<file path="config.mk">
export PLATFORM = sky130hd
export DESIGN_NAME = memory_map_region_converter
export DESIGN_NICKNAME = d
export VERILOG_FILES = /design/src/sv/mmrc_pkg.sv /design/src/sv/memory_map_region_converter.sv /design/src/sv/mmrc_fifo.sv /design/src/sv/mmrc_front.sv /design/src/sv/mmrc_back.sv
export SDC_FILE = /design/constraint.sdc
export NUM_CORES = 2
export LEC_CHECK = 0
export BUFFER_PORTS_ARGS = -buffer_cell sky130_fd_sc_hd__buf_2
export CORE_MARGIN = 5
export CORE_UTILIZATION = 58
export CTS_BUF_LIST = sky130_fd_sc_hd__clkbuf_2 sky130_fd_sc_hd__clkbuf_4 sky130_fd_sc_hd__clkbuf_8
export DETAILED_ROUTE_END_ITERATION = 6
export GPL_ROUTABILITY_DRIVEN = 0
export PLACE_DENSITY = 0.87
export SKIP_LAST_GASP = 1
export SLEW_MARGIN = 20
export SYNTH_ARGS = -nofsm -noshare
export SYNTH_HDL_FRONTEND = slang
export SYNTH_SLANG_ARGS = --single-unit
</file>
<file path="constraint.sdc">
create_clock -name clk -period 7.4 [get_ports clk]
set_clock_uncertainty 0.05 [all_clocks]
set_input_delay 1.11 -clock clk [delete_from_list [all_inputs] [get_ports clk]]
set_output_delay 1.11 -clock clk [all_outputs]
set_load 0.02 [all_outputs]
</file>
<file path="src/sv/mmrc_pkg.sv">
// shared types, codes and helper functions of the memory map region converter
`default_nettype none

package mmrc_pkg;

	// address and length widths
	localparam int ADDR_W = 52;
	localparam int LEN_W = 53;
	localparam int PAGES_W = 40;
	localparam int FWTYPE_W = 32;
	localparam int PAGE_SHIFT = 12;

	// depth of the queues between the parts
	localparam int QUEUE_DEPTH = 2;

	// reset value of both kernel window bounds
	localparam logic [ADDR_W-1:0] KERNEL_RESET = 52'h0_0000_0010_0000;

	// firmware memory type codes that matter here
	localparam logic [FWTYPE_W-1:0] FW_LOADER_CODE = 32'd1;
	localparam logic [FWTYPE_W-1:0] FW_LOADER_DATA = 32'd2;
	localparam logic [FWTYPE_W-1:0] FW_BOOT_CODE = 32'd3;
	localparam logic [FWTYPE_W-1:0] FW_BOOT_DATA = 32'd4;
	localparam logic [FWTYPE_W-1:0] FW_CONVENTIONAL = 32'd7;
	localparam logic [FWTYPE_W-1:0] FW_UNUSABLE = 32'd8;
	localparam logic [FWTYPE_W-1:0] FW_ACPI_RECLAIM = 32'd9;
	localparam logic [FWTYPE_W-1:0] FW_ACPI_NVS = 32'd10;

	typedef enum logic [2:0] {
		KIND_NONE = 3'd0,
		KIND_AVAILABLE = 3'd1,
		KIND_RESERVED = 3'd2,
		KIND_ACPI = 3'd3,
		KIND_NVS = 3'd4,
		KIND_BAD = 3'd5
	} kind_t;

	typedef enum logic [1:0] {
		ACT_DROP = 2'd0,
		ACT_NEW = 2'd1,
		ACT_EXTEND = 2'd2
	} action_t;

	typedef enum logic [2:0] {
		CFG_KERNEL_LOW = 3'd0,
		CFG_KERNEL_HIGH = 3'd1,
		CFG_HANDOFF_LOW = 3'd2,
		CFG_HANDOFF_HIGH = 3'd3,
		CFG_MODULE_LOW = 3'd4,
		CFG_MODULE_HIGH = 3'd5
	} cfg_idx_t;

	// one register write beat
	typedef struct packed {
		logic valid;
		logic [2:0] index;
		logic [ADDR_W-1:0] data;
	} cfg_wr_t;

	// classified descriptor handed from front to back
	typedef struct packed {
		logic [ADDR_W-1:0] start;
		logic [LEN_W-1:0] len;
		kind_t kind;
		logic first;
		logic last;
	} item_t;

	// one result beat
	typedef struct packed {
		action_t action;
		logic [6:0] index;
		logic [ADDR_W-1:0] addr;
		logic [LEN_W-1:0] len;
		kind_t kind;
		logic [7:0] total;
		logic done;
	} result_t;

	// firmware type code to table kind
	function automatic kind_t kind_of(input logic [FWTYPE_W-1:0] code);
		kind_t k;
		case (code)
			FW_LOADER_CODE, FW_LOADER_DATA, FW_BOOT_CODE, FW_BOOT_DATA,
			FW_CONVENTIONAL: k = KIND_AVAILABLE;
			FW_ACPI_RECLAIM: k = KIND_ACPI;
			FW_ACPI_NVS: k = KIND_NVS;
			FW_UNUSABLE: k = KIND_BAD;
			default: k = KIND_RESERVED;
		endcase
		return k;
	endfunction

	// region [s, end) touches window [lo, hi)
	function automatic logic touches(input logic [ADDR_W-1:0] s,
			input logic [LEN_W-1:0] region_end, input logic [ADDR_W-1:0] lo,
			input logic [ADDR_W-1:0] hi);
		return (s < hi) && ({1'b0, lo} < region_end);
	endfunction

endpackage

`default_nettype wire

</file>
<file path="src/sv/memory_map_region_converter.sv">
// top level of the memory map region converter
// path: front stage register, middle queue, merge stage, result queue, output ports
// throughput: one descriptor per cycle while results are popped; front stage, merge stage
// and output queue all keep pace, the merge loop closing on the registered end of the last entry
// reset: arst_n clears the entry count, last entry and queues; window registers take
// their reset values (kernel window at 1 MiB, others zero)
`default_nettype none

module memory_map_region_converter #(
	parameter int MAX_ENTRIES = 128
) (
	input wire logic clk,
	input wire logic arst_n,
	input wire logic cfg_valid,
	output logic cfg_ready,
	input wire logic [2:0] cfg_index,
	input wire logic [mmrc_pkg::ADDR_W-1:0] cfg_data,
	input wire logic push,
	output logic full,
	input wire logic [mmrc_pkg::ADDR_W-1:0] region_start,
	input wire logic [mmrc_pkg::PAGES_W-1:0] page_count,
	input wire logic [mmrc_pkg::FWTYPE_W-1:0] firmware_type,
	input wire logic first_descriptor,
	input wire logic last_descriptor,
	output logic empty,
	input wire logic pop,
	output logic [1:0] entry_action,
	output logic [6:0] entry_index,
	output logic [mmrc_pkg::ADDR_W-1:0] entry_addr,
	output logic [mmrc_pkg::LEN_W-1:0] entry_len,
	output logic [2:0] entry_kind,
	output logic [7:0] entry_total,
	output logic map_done
);

	localparam int ITEM_W = $bits(mmrc_pkg::item_t);
	localparam int RES_W = $bits(mmrc_pkg::result_t);

	mmrc_pkg::cfg_wr_t cfg;
	logic front_push;
	mmrc_pkg::item_t front_item;
	logic mid_full;
	logic mid_empty;
	logic mid_pop;
	logic [ITEM_W-1:0] mid_rdata;
	mmrc_pkg::item_t mid_item;
	logic out_full;
	logic out_push;
	mmrc_pkg::result_t back_res;
	logic [RES_W-1:0] out_rdata;
	mmrc_pkg::result_t head_res;

	// register write beat
	assign cfg_ready = 1'b1;
	assign cfg.valid = cfg_valid;
	assign cfg.index = cfg_index;
	assign cfg.data = cfg_data;

	mmrc_front u_front (
		.clk(clk),
		.arst_n(arst_n),
		.cfg(cfg),
		.push(push),
		.full(full),
		.region_start(region_start),
		.page_count(page_count),
		.firmware_type(firmware_type),
		.first_descriptor(first_descriptor),
		.last_descriptor(last_descriptor),
		.mid_push(front_push),
		.mid_item(front_item),
		.mid_full(mid_full)
	);

	// queue between front and back
	mmrc_fifo #(
		.WIDTH(ITEM_W),
		.DEPTH(mmrc_pkg::QUEUE_DEPTH)
	) u_mid_fifo (
		.clk(clk),
		.arst_n(arst_n),
		.push(front_push),
		.wdata(front_item),
		.full(mid_full),
		.pop(mid_pop),
		.rdata(mid_rdata),
		.empty(mid_empty)
	);

	assign mid_item = mmrc_pkg::item_t'(mid_rdata);

	mmrc_back #(
		.MAX_ENTRIES(MAX_ENTRIES)
	) u_back (
		.clk(clk),
		.arst_n(arst_n),
		.mid_empty(mid_empty),
		.mid_item(mid_item),
		.mid_pop(mid_pop),
		.out_full(out_full),
		.out_push(out_push),
		.out_res(back_res)
	);

	// result queue
	mmrc_fifo #(
		.WIDTH(RES_W),
		.DEPTH(mmrc_pkg::QUEUE_DEPTH)
	) u_out_fifo (
		.clk(clk),
		.arst_n(arst_n),
		.push(out_push),
		.wdata(back_res),
		.full(out_full),
		.pop(pop),
		.rdata(out_rdata),
		.empty(empty)
	);

	// result fields
	assign head_res = mmrc_pkg::result_t'(out_rdata);
	assign entry_action = head_res.action;
	assign entry_index = head_res.index;
	assign entry_addr = head_res.addr;
	assign entry_len = head_res.len;
	assign entry_kind = head_res.kind;
	assign entry_total = head_res.total;
	assign map_done = head_res.done;

endmodule

`default_nettype wire

</file>
<file path="src/sv/mmrc_fifo.sv">
// small first-in first-out queue of packed beats
`default_nettype none

module mmrc_fifo #(
	parameter int WIDTH = 8,
	parameter int DEPTH = 2
) (
	input wire logic clk,
	input wire logic arst_n,
	input wire logic push,
	input wire logic [WIDTH-1:0] wdata,
	output logic full,
	input wire logic pop,
	output logic [WIDTH-1:0] rdata,
	output logic empty
);

	localparam int AW = $clog2(DEPTH);
	localparam int CW = $clog2(DEPTH + 1);

	logic [WIDTH-1:0] mem_q [DEPTH];
	logic [AW-1:0] wr_ptr_q;
	logic [AW-1:0] rd_ptr_q;
	logic [CW-1:0] count_q;
	logic do_push;
	logic do_pop;

	// status and head beat
	assign full = (count_q == CW'(DEPTH));
	assign empty = (count_q == '0);
	assign rdata = mem_q[rd_ptr_q];
	assign do_push = push && !full;
	assign do_pop = pop && !empty;

	// storage
	always_ff @(posedge clk) begin
		if (do_push) begin
			mem_q[wr_ptr_q] <= wdata;
		end
	end

	// pointers and fill level
	always_ff @(posedge clk or negedge arst_n) begin
		if (!arst_n) begin
			wr_ptr_q <= '0;
			rd_ptr_q <= '0;
			count_q <= '0;
		end else begin
			if (do_push) begin
				wr_ptr_q <= (wr_ptr_q == AW'(DEPTH - 1)) ? '0 : wr_ptr_q + 1'b1;
			end
			if (do_pop) begin
				rd_ptr_q <= (rd_ptr_q == AW'(DEPTH - 1)) ? '0 : rd_ptr_q + 1'b1;
			end
			case ({do_push, do_pop})
				2'b10: count_q <= count_q + 1'b1;
				2'b01: count_q <= count_q - 1'b1;
				default: count_q <= count_q;
			endcase
		end
	end

endmodule

`default_nettype wire

</file>
<file path="src/sv/mmrc_front.sv">
// front part: window registers, type mapping and window checks
`default_nettype none

module mmrc_front (
	input wire logic clk,
	input wire logic arst_n,
	input wire mmrc_pkg::cfg_wr_t cfg,
	input wire logic push,
	output logic full,
	input wire logic [mmrc_pkg::ADDR_W-1:0] region_start,
	input wire logic [mmrc_pkg::PAGES_W-1:0] page_count,
	input wire logic [mmrc_pkg::FWTYPE_W-1:0] firmware_type,
	input wire logic first_descriptor,
	input wire logic last_descriptor,
	output logic mid_push,
	output mmrc_pkg::item_t mid_item,
	input wire logic mid_full
);

	logic [mmrc_pkg::ADDR_W-1:0] kernel_low_q, kernel_high_q;
	logic [mmrc_pkg::ADDR_W-1:0] handoff_low_q, handoff_high_q;
	logic [mmrc_pkg::ADDR_W-1:0] module_low_q, module_high_q;

	logic valid_s1;
	mmrc_pkg::item_t item_s1;
	mmrc_pkg::item_t item_d;
	logic [mmrc_pkg::LEN_W-1:0] region_end;
	logic hit;
	logic advance;
	logic accept;
	mmrc_pkg::kind_t raw_kind;

	// window registers
	always_ff @(posedge clk or negedge arst_n) begin
		if (!arst_n) begin
			kernel_low_q <= mmrc_pkg::KERNEL_RESET;
			kernel_high_q <= mmrc_pkg::KERNEL_RESET;
			handoff_low_q <= '0;
			handoff_high_q <= '0;
			module_low_q <= '0;
			module_high_q <= '0;
		end else if (cfg.valid) begin
			case (cfg.index)
				mmrc_pkg::CFG_KERNEL_LOW: kernel_low_q <= cfg.data;
				mmrc_pkg::CFG_KERNEL_HIGH: kernel_high_q <= cfg.data;
				mmrc_pkg::CFG_HANDOFF_LOW: handoff_low_q <= cfg.data;
				mmrc_pkg::CFG_HANDOFF_HIGH: handoff_high_q <= cfg.data;
				mmrc_pkg::CFG_MODULE_LOW: module_low_q <= cfg.data;
				mmrc_pkg::CFG_MODULE_HIGH: module_high_q <= cfg.data;
				default: ;
			endcase
		end
	end

	// stage handshake
	assign advance = !valid_s1 || !mid_full;
	assign full = !advance;
	assign accept = push && advance;
	assign mid_push = valid_s1;
	assign mid_item = item_s1;

	// classify the incoming descriptor
	always_comb begin
		item_d.start = region_start;
		item_d.len = {1'b0, page_count, {mmrc_pkg::PAGE_SHIFT{1'b0}}};
		item_d.first = first_descriptor;
		item_d.last = last_descriptor;
		region_end = {1'b0, region_start} + item_d.len;
		raw_kind = mmrc_pkg::kind_of(firmware_type);
		hit = mmrc_pkg::touches(region_start, region_end, kernel_low_q, kernel_high_q)
			|| mmrc_pkg::touches(region_start, region_end, handoff_low_q, handoff_high_q)
			|| ((module_high_q != '0)
			&& mmrc_pkg::touches(region_start, region_end, module_low_q, module_high_q));
		if (raw_kind == mmrc_pkg::KIND_AVAILABLE && hit) begin
			item_d.kind = mmrc_pkg::KIND_RESERVED;
		end else begin
			item_d.kind = raw_kind;
		end
	end

	// stage valid
	always_ff @(posedge clk or negedge arst_n) begin
		if (!arst_n) begin
			valid_s1 <= 1'b0;
		end else if (advance) begin
			valid_s1 <= push;
		end
	end

	// stage payload
	always_ff @(posedge clk) begin
		if (accept) begin
			item_s1 <= item_d;
		end
	end

endmodule

`default_nettype wire

</file>
<file path="src/sv/mmrc_back.sv">
// back part: merge with the last entry and count table entries
`default_nettype none

module mmrc_back #(
	parameter int MAX_ENTRIES = 128
) (
	input wire logic clk,
	input wire logic arst_n,
	input wire logic mid_empty,
	input wire mmrc_pkg::item_t mid_item,
	output logic mid_pop,
	input wire logic out_full,
	output logic out_push,
	output mmrc_pkg::result_t out_res
);

	localparam int CW = $clog2(MAX_ENTRIES + 1);

	logic [mmrc_pkg::ADDR_W-1:0] prev_addr_q;
	logic [mmrc_pkg::LEN_W-1:0] prev_len_q;
	logic [mmrc_pkg::LEN_W-1:0] prev_end_q;
	mmrc_pkg::kind_t prev_kind_q;
	logic [CW-1:0] count_q;

	logic [CW-1:0] count_eff;
	logic [CW-1:0] count_d;
	logic [CW-1:0] idx;
	logic [CW+6:0] idx_ext;
	logic [CW+7:0] total_ext;
	logic take;
	logic do_merge;
	logic do_new;
	logic [mmrc_pkg::ADDR_W-1:0] addr_d;
	logic [mmrc_pkg::LEN_W-1:0] len_d;
	logic [mmrc_pkg::LEN_W-1:0] end_d;
	mmrc_pkg::kind_t kind_d;

	assign take = !mid_empty && !out_full;
	assign mid_pop = take;
	assign out_push = take;

	// merge or open decision
	always_comb begin
		count_eff = mid_item.first ? '0 : count_q;
		do_merge = 1'b0;
		do_new = 1'b0;
		if (mid_item.len != '0 && count_eff < CW'(MAX_ENTRIES)) begin
			if (count_eff != '0 && prev_kind_q == mid_item.kind
					&& prev_end_q == {1'b0, mid_item.start}) begin
				do_merge = 1'b1;
			end else begin
				do_new = 1'b1;
			end
		end
		addr_d = prev_addr_q;
		len_d = prev_len_q;
		end_d = prev_end_q;
		kind_d = prev_kind_q;
		count_d = count_eff;
		idx = count_eff;
		if (do_merge) begin
			len_d = prev_len_q + mid_item.len;
			end_d = prev_end_q + mid_item.len;
			idx = count_eff - 1'b1;
		end else if (do_new) begin
			addr_d = mid_item.start;
			len_d = mid_item.len;
			end_d = {1'b0, mid_item.start} + mid_item.len;
			kind_d = mid_item.kind;
			count_d = count_eff + 1'b1;
		end
		idx_ext = {7'd0, idx};
		total_ext = {8'd0, count_d};
	end

	// result beat
	always_comb begin
		out_res.total = total_ext[7:0];
		out_res.done = mid_item.last;
		if (do_merge || do_new) begin
			out_res.action = do_merge ? mmrc_pkg::ACT_EXTEND : mmrc_pkg::ACT_NEW;
			out_res.index = idx_ext[6:0];
			out_res.addr = addr_d;
			out_res.len = len_d;
			out_res.kind = kind_d;
		end else begin
			out_res.action = mmrc_pkg::ACT_DROP;
			out_res.index = '0;
			out_res.addr = '0;
			out_res.len = '0;
			out_res.kind = mmrc_pkg::KIND_NONE;
		end
	end

	// last entry and entry count
	always_ff @(posedge clk or negedge arst_n) begin
		if (!arst_n) begin
			prev_addr_q <= '0;
			prev_len_q <= '0;
			prev_end_q <= '0;
			prev_kind_q <= mmrc_pkg::KIND_NONE;
			count_q <= '0;
		end else if (take) begin
			prev_addr_q <= addr_d;
			prev_len_q <= len_d;
			prev_end_q <= end_d;
			prev_kind_q <= kind_d;
			count_q <= count_d;
		end
	end

endmodule

`default_nettype wire
</file>
==> flow_summary.toml <==
[route]
drt_iter0_drc = 3839
routedWlPerCell_um = 23.1
vias = 37300
finalWirelength_um = 140000
first_pass_iters = 6
drcViolationCount = 0
viasPerCell = 6.13
ant_nets = 0

[floorplanning]
die-area_mm2 = 0.0971
core_area_mm2 = 0.0901
pin_count = 315
rows = 110
die_x_um = 312
die_h_um = 312
start_util_pct = 58.5

[logic_synthesis]
postSynthCellCount = 4362
ys_seq_elements = 1033
synth_edf_count = 543
syn_area_mm2 = 0.0528
avgSynthCellArea_um2 = 12.1
synth_async_sr_flop_share_pct = 47.4
synth.yosys.seq_area_share_pct = 54.1
syn_nets = 4976
yosys_most_used_dff = "edfxtp_1"
yosysWarnings = 0
synth_cell_types = 87

[pwr]
p_int_w = 0.0158
ir_drop_mv = 0.293
p_per_area_mw_per_mm2 = 439
clock_power_share_pct = 20.0
combPwrFrac_pct = 43.4
sequentialPowerShare_pct = 36.6
p_leak_nw = 25.7
switching_power_w = 0.0102
p_sw_share_pct = 39.3

[critical_path]
crit_type = "in -> reg"
reg2reg_to = "u_back.prev_end_q[52]"
rr_startpoint = "u_mid_fifo.rd_ptr_q"
end_kind = "flop"
endpoint = "u_front.mid_item[2]"
worstPathRequired_ns = 7.94
crit_path_start = "region_start[12]"
r2r_setup_slack_ns = 1.72
arrival_ns = 7.00
ff2ff_path_depth = 17
start_kind = "input port"
cp_max_fo = 5

[flow_run]
cap_violations = 0

[layout]
multi_input_area_mm2 = 0.0226
drive_above_1_share_pct = 23.5
fillers = 6319
final_cells = 6078
seq_area_mm2 = 0.0286
syn2layout_area_growth_pct = 12.2
final_nets = 5355

[timing]
max_slew_margin_pct = 30.5
holdWs_ns = 0.284
drv_slew = 0
finalCritPeriodShare_pct = 87.3
max_freq_mhz = 155
fin_setup_tns_ns = 0
setup_violations = 0
layout_setup_ws_ns = 0.943
tightestPinTransition_ns = 1.04
hold_viol_final = 0
rsz0062_at_grt = "no"
fin_crit_ns = 6.46

[placement]
place_inst = 5749
port_buffers = 313
pre_cts_ws_ns = 0.254
dp_hpwl_um = 101000

[cts]
cts_buffer_depth = 3
cts.sinks = 1033
ctsHoldBuffers = 0
postCtsSetupBuffers = 0
root_buffer = "clkbuf_8"
cts_resized = 0
cts_tree = "done"
h-tree-depth = 4
clkLatencyLatePin_ns = 0.83
cts_buffers = 165
cts.clk_slew.worst_paths_ns = 0.06

[outcome]
status = "complete, no violations"

[global_route]
grt_remaining_overflow = 0
grt_max_degree = 178
grt_antenna_before_repair = 29
grt_pass1_wl_um = 215000
grt_pass1_vias = 37700
grt_usage_pct = 28.3

[hold_path]
hp-class = "in -> async"
worst min path at each step:
stage | slack [ns] | endpoint
floorplan | 0.37 | u_mid_fifo.mem_q[0][0]
global placement | 0.37 | u_mid_fifo.mem_q[0][96]
detailed placement | 0.38 | u_mid_fifo.mem_q[1][74]
CTS | 0.28 | u_front.kernel_high_q[40]
global route | 0.32 | u_front.kernel_low_q[0]
finish | 0.28 | u_front.handoff_low_q[0]
stage by stage:
stage                     cell area, um2  utilization, %  power [W]
after global placement             55600            61.6     0.0202
after CTS                          59200            65.6     0.0259
final                              59200            65.7     0.0260
after detailed placement           55600            61.6     0.0207
after floorplan                    52800               -     0.0174
after global routing               59200            65.7     0.0275
worst max-delay path, cell delays in order:
cell       delay (ns)
buf_2            0.20
ha_1             0.29
fa_1             0.43
a211oi_1         0.33
o211ai_2         0.17
a31oi_1          0.23
nand2_1          0.08
a21o_1           0.20
a31o_2           0.26
a21o_1           0.18
a21oi_1          0.19
xor2_1           0.36
ha_1             0.33
a2111oi_0        0.41
o221ai_1         0.19
o21ai_0          0.19
o311ai_0         0.25
a21oi_1          0.33
o21ai_0          0.20
maj3_1           0.40
maj3_2           0.31
a21o_1           0.19
and4_1           0.14
cell usage in the layout (no fill, tap or decap), types with 26 or more instances in the layout:
master | netlist | final
nand4_1 | 82 | 82
nor3_1 | 36 | 34
buf_4 | 6 | 42
a21oi_1 | 225 | 225
clkbuf_8 | 0 | 196
buf_2 | 36 | 312
nor4_1 | 44 | 44
xnor2_1 | 81 | 81
dfrtp_1 | 488 | 486
nand3_1 | 26 | 26
a21o_1 | 161 | 161
ha_1 | 425 | 425
mux2_2 | 436 | 436
nor2_1 | 263 | 258
and2_1 | 31 | 30
xor2_1 | 80 | 80
mux2i_1 | 57 | 57
a211oi_1 | 59 | 59
o21ai_0 | 267 | 267
nor2b_1 | 27 | 27
nand2_1 | 302 | 302
clkbuf_4 | 0 | 56
inv_1 | 267 | 267
edfxtp_1 | 543 | 543
power groups by stage:
stage	Combinational, W	Clock, W	Sequential (W)
after global routing	0.0123	0.00555	0.00969
final	0.0113	0.00521	0.00952
after floorplan	0.00812	0	0.00933
after CTS	0.0112	0.00527	0.00950
after detailed placement	0.0111	0	0.00959
after global placement	0.0107	0	0.00946
synth_stat cells (7+ instances only):
library cell / n / area (um2)
o21a_1: 22 / 165
a311oi_1: 7 / 61.3
xnor2_1: 81 / 709
dfrtp_1: 488 / 12200
o21ai_0: 267 / 1340
a21oi_1: 225 / 1130
xor2_1: 80 / 701
or4_1: 7 / 52.6
o31ai_1: 9 / 67.6
a2111oi_0: 12 / 105
nor2_1: 263 / 987
nand4_1: 82 / 513
a21o_1: 161 / 1210
and2_1: 31 / 194
o21bai_1: 16 / 120
a211o_1: 8 / 70.1
a31o_2: 14 / 123
ha_1: 425 / 5320
buf_6: 11 / 124
o211ai_1: 21 / 158
nand3_1: 26 / 130
buf_2: 36 / 180
mux2i_1: 57 / 571
a211oi_1: 59 / 443
mux2_2: 436 / 4910
nand2b_1: 23 / 144
o22ai_1: 7 / 43.8
nor2b_1: 27 / 169
nor3_1: 36 / 180
and4_1: 9 / 78.8
clkbuf_1: 92 / 345
inv_1: 267 / 1000
edfxtp_1: 543 / 16300
nand2_1: 302 / 1130
and3_1: 26 / 163
nor3b_1: 7 / 52.6
a31oi_1: 14 / 87.6
nor4_1: 44 / 275
registers in the layout, summed over array words and instances (netlist names), 52 cells and up, named ones only:
| signal | cells |
|---|---|
| u_out_fifo.mem_q | 252 |
| u_mid_fifo.mem_q | 194 |
| u_front.mid_item | 97 |
| u_back.prev_end_q | 53 |
| u_back.prev_addr_q | 52 |
| u_front.handoff_high_q | 52 |
| u_front.handoff_low_q | 52 |
| u_front.kernel_high_q | 52 |
| u_front.kernel_low_q | 52 |
| u_front.module_high_q | 52 |
| u_front.module_low_q | 52 |
per-layer routing:
metal  share of wire [%]  vias to the layer above  track usage, %  wire length (um)
met5               0.059                        -               0                82
met4                 5.8                       16            15.2              8100
met3                 7.9                      428            5.96             11000
met2                  47                     1747            45.3             65400
met1                  40                    18300            36.5             55500
li1                    -                    16800               -                 -
kinds of logic after synthesis:
logic type / share of synthesized area, %
compound gates: 10.8
xor+xnor: 2.70
fa+ha+maj: 10.3
buf+inv: 3.24
flops: 54.1
mux: 10.7
other cells: 0.00711
simple gates: 8.13
area by class of cell:
cell class	instances	share of cell area, %
sequential	1033	48.3
antenna	17	0.0718
tap	1176	2.48
clock buffer	252	5.26
multi-input combinational	2913	38.1
timing repair buffer	359	3.34
clock inverter	59	0.777
inverter	269	1.70
No activity file was read; power rests on OpenSTA's default activity.
